--- src/rwc_pkg.sv ---
// ----------------------------------------------------------------------------
// rwc_pkg
// Shared types and constants of the row window write-back cache: request
// codes, register indexes, sizes, sequencer states and the status bundle.
// ----------------------------------------------------------------------------
package rwc_pkg;

	// request codes
	localparam logic [1:0] REQ_LOAD  = 2'd0;
	localparam logic [1:0] REQ_READ  = 2'd1;
	localparam logic [1:0] REQ_WRITE = 2'd2;
	localparam logic [1:0] REQ_RESET = 2'd3;

	// register indexes, taken from paddr[2]
	localparam logic REG_MATRIX_DIM   = 1'b0;
	localparam logic REG_WINDOW_WIDTH = 1'b1;

	// matrix and window sizes, tied to the field widths below
	localparam int unsigned DIM_MAX    = 64;
	localparam int unsigned WINDOW_MAX = 16;
	localparam int unsigned DIM_W      = $clog2(DIM_MAX + 1);
	localparam int unsigned CW         = $clog2(WINDOW_MAX + 1);

	// field and register widths
	localparam int unsigned PADDR_BITS  = 3;
	localparam int unsigned PDATA_BITS  = 32;
	localparam int unsigned MD_BITS     = 7;
	localparam int unsigned WW_BITS     = 5;
	localparam int unsigned POS_BITS    = 6;
	localparam int unsigned COUNT_BITS  = 32;

	localparam logic [MD_BITS-1:0] MD_RESET = 7'd64;
	localparam logic [WW_BITS-1:0] WW_RESET = 5'd4;

	// sequencer states
	typedef enum logic [2:0] {
		ST_IDLE,
		ST_LOOKUP,
		ST_WB,
		ST_FILL,
		ST_ACCESS,
		ST_READ_OUT
	} state_t;

	// status bundle from the sequencer
	typedef struct packed {
		state_t state;
		logic   wb_pend;
		logic   pipe_vld;
	} seq_status_t;

endpackage

--- src/rwc_regs.sv ---
// ----------------------------------------------------------------------------
// rwc_regs
// APB register file holding matrix_dim and window_width, with the clamped
// working values and a write pulse that invalidates the window.
// ----------------------------------------------------------------------------
module rwc_regs (
	input  logic                              clk,
	input  logic                              arst_n,
	input  logic                              psel,
	input  logic                              penable,
	input  logic                              pwrite,
	input  logic [rwc_pkg::PADDR_BITS-1:0]    paddr,
	input  logic [rwc_pkg::PDATA_BITS-1:0]    pwdata,
	output logic [rwc_pkg::PDATA_BITS-1:0]    prdata,
	output logic                              pready,
	output logic [rwc_pkg::DIM_W-1:0]         dim,
	output logic [rwc_pkg::CW-1:0]            width,
	output logic                              cfg_wr
);

	localparam int unsigned DIM_W = rwc_pkg::DIM_W;
	localparam int unsigned CW    = rwc_pkg::CW;
	localparam int unsigned DCW = (DIM_W > rwc_pkg::MD_BITS) ? DIM_W : rwc_pkg::MD_BITS;
	localparam int unsigned WCW = (CW > rwc_pkg::WW_BITS) ? CW : rwc_pkg::WW_BITS;

	logic [rwc_pkg::MD_BITS-1:0] matrix_dim_q;
	logic [rwc_pkg::WW_BITS-1:0] window_width_q;
	logic [DCW-1:0]              md_ext;
	logic [WCW-1:0]              ww_ext;

	assign pready = 1'b1;
	assign cfg_wr = psel && penable && pwrite;

	// register writes
	always_ff @(posedge clk or negedge arst_n) begin
		if (!arst_n) begin
			matrix_dim_q   <= rwc_pkg::MD_RESET;
			window_width_q <= rwc_pkg::WW_RESET;
		end else if (cfg_wr) begin
			unique case (paddr[2])
				rwc_pkg::REG_MATRIX_DIM:   matrix_dim_q   <= pwdata[rwc_pkg::MD_BITS-1:0];
				rwc_pkg::REG_WINDOW_WIDTH: window_width_q <= pwdata[rwc_pkg::WW_BITS-1:0];
				default: ;
			endcase
		end
	end

	// read-back mux
	always_comb begin
		unique case (paddr[2])
			rwc_pkg::REG_MATRIX_DIM:   prdata = rwc_pkg::PDATA_BITS'(matrix_dim_q);
			rwc_pkg::REG_WINDOW_WIDTH: prdata = rwc_pkg::PDATA_BITS'(window_width_q);
			default:                   prdata = '0;
		endcase
	end

	// clamp the dimension to [1, DIM_MAX]
	always_comb begin
		md_ext = DCW'(matrix_dim_q);
		if (md_ext == '0) begin
			dim = DIM_W'(1);
		end else if (md_ext > DCW'(rwc_pkg::DIM_MAX)) begin
			dim = DIM_W'(rwc_pkg::DIM_MAX);
		end else begin
			dim = DIM_W'(md_ext);
		end
	end

	// clamp the window width to [1, WINDOW_MAX]
	always_comb begin
		ww_ext = WCW'(window_width_q);
		if (ww_ext == '0) begin
			width = CW'(1);
		end else if (ww_ext > WCW'(rwc_pkg::WINDOW_MAX)) begin
			width = CW'(rwc_pkg::WINDOW_MAX);
		end else begin
			width = CW'(ww_ext);
		end
	end

endmodule

--- config.mk ---
export PLATFORM = sky130hd
export DESIGN_NAME = rwc_regs
export DESIGN_NICKNAME = d
export VERILOG_FILES = /design/src/rwc_pkg.sv /design/src/rwc_regs.sv
export SDC_FILE = /design/constraint.sdc
export NUM_CORES = 1
export LEC_CHECK = 0
export ABC_CLOCK_PERIOD_IN_PS = 910
export CAP_MARGIN = 0
export CELL_PAD_IN_SITES_DETAIL_PLACEMENT = 1
export CELL_PAD_IN_SITES_GLOBAL_PLACEMENT = 1
export CORE_UTILIZATION = 36
export DETAILED_ROUTE_END_ITERATION = 10
export DONT_BUFFER_PORTS = 1
export PLACE_DENSITY_LB_ADDON = 0.1
export SLEW_MARGIN = 0
export SYNTH_ARGS = -nofsm -noshare
export SYNTH_HDL_FRONTEND = slang
export SYNTH_SLANG_ARGS = --single-unit
--- constraint.sdc ---
create_clock -name clk -period 0.91 [get_ports clk]
set_input_delay 0.091 -clock clk [delete_from_list [all_inputs] [get_ports clk]]
set_output_delay 0.091 -clock clk [all_outputs]
set_load 0.01 [all_outputs]
==> Implementation_results.wiki <==
{| class="wikitable"
! Metric !! Value
|-
| Status || finished, violations left
|-
| Failing checks || negative setup slack
|-
| Die Footprint || 2580 sq um
|-
| Clock latency at the later pin of the worst-skew pair || 0.27 ns
|-
| Slew margin rel. || 63.7%
|-
| DR iter-0 viols || 3
|-
| Type of the tightest min-delay check || primary input to flop
|-
| Sequential element share of the synthesized area || 35.3%
|-
| Critical Path End Type || output port
|-
| Highest attainable clock frequency || 0.693 GHz
|-
| CTS tree || yes
|-
| Most frequent standard cell in the layout excluding fill and tap cells || sky130_fd_sc_hd__conb_1
|-
| Cell type with the highest aggregate area in the netlist || sky130_fd_sc_hd__dfrtp_1
|-
| Critical path peak fanout || 2
|-
| Sum of net half-perimeters after detailed placement || 1230 um
|-
| Leakage || 0.591 nW
|-
| Cts bufs inserted || 3
|-
| Reg2Reg Depth || 3
|-
| Worst Setup Start Kind || flop
|-
| Final Max Tran Viols || 0
|-
| Number of hold violations in the final report || 0
|-
| Depth of the CTS H-tree || 1
|-
| Number of flip-flops and latches in the synthesized netlist || 12
|-
| Number of remaining DRC errors || 0
|-
| Syn_area_per_cell || 10.8 sq um
|-
| Transition at the pin with the smallest max-transition slack || 0.543 ns
|-
| WL/cell || 14.8 um
|-
| Worst setup path class || flop to output port
|-
| Port bufs || 0
|-
| Share of the synthesized area in the top cell type || 29.2%
|-
| Share of final-layout standard cells stronger than drive strength 1 || 55.9%
|-
| Clock root cell || sky130_fd_sc_hd__clkbuf_4
|-
| Final Net Count || 143
|-
| Starting Density || 38.4%
|-
| Number of inserted diodes || 0
|-
| Wire length of the first global-routing pass || 2950 um
|-
| Max clock buf depth || 2
|-
| Cell row count || 17
|-
| Die width || 50.8 um
|-
| Final Cycle Share || 159%
|-
| Hold wc startpoint || penable
|-
| Num ports || 86
|-
| Core area || 2230 sq um
|-
| Cells after Synth || 79
|-
| Height of the die || 50.8 um
|-
| Finish-stage setup viols || 21
|-
| Clock sink total || 12
|-
| Capturing point of the worst reg2reg path || matrix_dim_q[5]
|-
| PD cells || 1970 nW/um^2
|-
| Required time of the critical path || 0.82 ns
|-
| Pin count of the biggest net entering global routing || 13
|-
| DR pass1 iterations || 2
|-
| Max-cap violation count || 0
|-
| Data arrival time of the critical path || 1.35 ns
|-
| Utilization after layout || 53.2%
|-
| Min Clock Period, post-route || 1.44 ns
|-
| Launch point of the worst reg-to-reg path || matrix_dim_q[5]
|-
| Routed via count divided by cell count || 4.28
|-
| GRT overflow || 0
|-
| Clock edge transition at the registers on the reported setup and hold paths || 0.08 ns
|-
| Worst Setup Slack, final || -0.534 ns
|-
| Area of the mapped netlist || 857 sq um
|-
| Critical path startpoint || matrix_dim_q[1]
|-
| Number of warnings reported in the yosys synthesis log || 0
|-
| Total routed wirelength || 1930 um
|-
| Final Wtd Congestion || 0.673
|-
| Reg2Reg Setup Slack || -0.09 ns
|-
| RSZ-0062 raised after global routing || yes
|-
| Via count of the first global-routing pass || 566
|-
| Antenna violations before repair || 0
|-
| Number of vias after detailed routing || 556
|-
| Overall routing resource usage || 16.6%
|-
| Peak VDD IR || 1.02 mV
|-
| Number of distinct standard cells referenced by the synthesized netlist || 16
|-
| Placed Area || 873 sq um
|-
| Post-DRT Antenna Nets || 0
|-
| Most area-consuming cells after synthesis || sky130_fd_sc_hd__dfrtp_1 29%, sky130_fd_sc_hd__buf_4 23%, sky130_fd_sc_hd__mux2_2 22%
|-
| Design Area, Final || 1190 sq um
|-
| Setup Skew || 0 ns
|-
| Syn-to-layout area delta || 38.7%
|-
| Worst setup path endpoint || dim[0]
|-
| Highest-count cells in the layout ignoring fill and taps || 26 x sky130_fd_sc_hd__conb_1, 10 x sky130_fd_sc_hd__mux2_2, 10 x sky130_fd_sc_hd__buf_6
|}
[worst max-delay path: stages, from the launching register on]
cell and delay, ns:
sky130_fd_sc_hd__dfrtp_1 0.39, sky130_fd_sc_hd__or3_4 0.40, sky130_fd_sc_hd__o41ai_4 0.28
[cells in the mapped netlist]
cell / count
sky130_fd_sc_hd__buf_4: 26
sky130_fd_sc_hd__mux2_2: 17
sky130_fd_sc_hd__dfrtp_1: 10
sky130_fd_sc_hd__nor2b_1: 10
sky130_fd_sc_hd__clkbuf_1: 2
sky130_fd_sc_hd__conb_1: 2
sky130_fd_sc_hd__dfstp_2: 2
sky130_fd_sc_hd__or3_1: 2
sky130_fd_sc_hd__a21oi_1: 1
sky130_fd_sc_hd__and3_1: 1
sky130_fd_sc_hd__buf_6: 1
sky130_fd_sc_hd__inv_1: 1
sky130_fd_sc_hd__nand2b_1: 1
sky130_fd_sc_hd__nand4_2: 1
sky130_fd_sc_hd__nand4b_4: 1
sky130_fd_sc_hd__o41ai_1: 1
[sequential cells by signal, indices dropped and copies added, names as in the netlist]
register and flops:
window_width_q 5, matrix_dim_q 7
[stage by stage]
step                      hold slack (ns)  std cells  setup TNS, ns  setup slack (ns)  power, mW
after global placement             -0.204        113         -0.441            -0.225       1.48
final                               0.146        130          -5.05            -0.534       2.35
after CTS                           0.142        127          -5.04            -0.519       2.24
after floorplan                    -0.205        103         -0.290            -0.210       1.34
after global routing                0.155        130          -5.97            -0.573       2.49
after detailed placement           -0.204        113         -0.426            -0.240       1.49
[per-layer routing]
metal,routed length [um],vias up,global-route usage [%]
li1,-,256,-
met1,747,261,19.0
met2,1030,37,28.7
met3,129,2,5.45
met4,17,0,5.56
met5,0,-,0
[timing repair]
| action | 4_1_cts | 5_1_grt |
|---|---|---|
| pin swaps | 2 | 1 |
| setup endpoints to repair | 19 | 23 |
| gates resized for setup | 33 | 8 |
| buffers inserted | 5 | 5 |
| hold buffers | 8 | 0 |
| endpoints found under the hold margin | 24 | 0 |
[report_power, final]
part / leakage (nW) / switching (mW) / internal [mW]
logic: 0.431 / 0.452 / 0.669
registers: 0.139 / 0.136 / 0.671
clock network: 0.0210 / 0.174 / 0.243
total: 0.591 / 0.762 / 1.58
[how the worst min path moves through the flow]
stage | slack [ns] | cells past startpoint | end
floorplan | -0.20 | 0 | matrix_dim_q[0]
global placement | -0.20 | 0 | matrix_dim_q[2]
detailed placement | -0.20 | 0 | matrix_dim_q[2]
CTS | 0.14 | 2 | matrix_dim_q[1]
global route | 0.16 | 2 | matrix_dim_q[1]
finish | 0.15 | 2 | matrix_dim_q[5]
[kinds of logic (layout without fill, tap and decap cells)]
logic type | count (synthesis) | count (layout) | synth area share [%]
DFF | 12 | 12 | 35.3
buffers and inverters | 30 | 29 | 25.4
muxes | 17 | 17 | 22.3
and+or+nand+nor | 16 | 16 | 14.5
other | 2 | 26 | 0.876
AOI/OAI and AO/OA | 2 | 2 | 1.61
[layout make-up]
class / instances / area [sq um]
Inverter: 1 / 3.75
Sequential cell: 12 / 305
Timing Repair Buffer: 24 / 250
Tap cell: 28 / 35.0
Fill cell: 247 / 1040
Multi-Input combinational cell: 61 / 558
Clock buffer: 4 / 36.3
(Power assumes the default switching activity.)
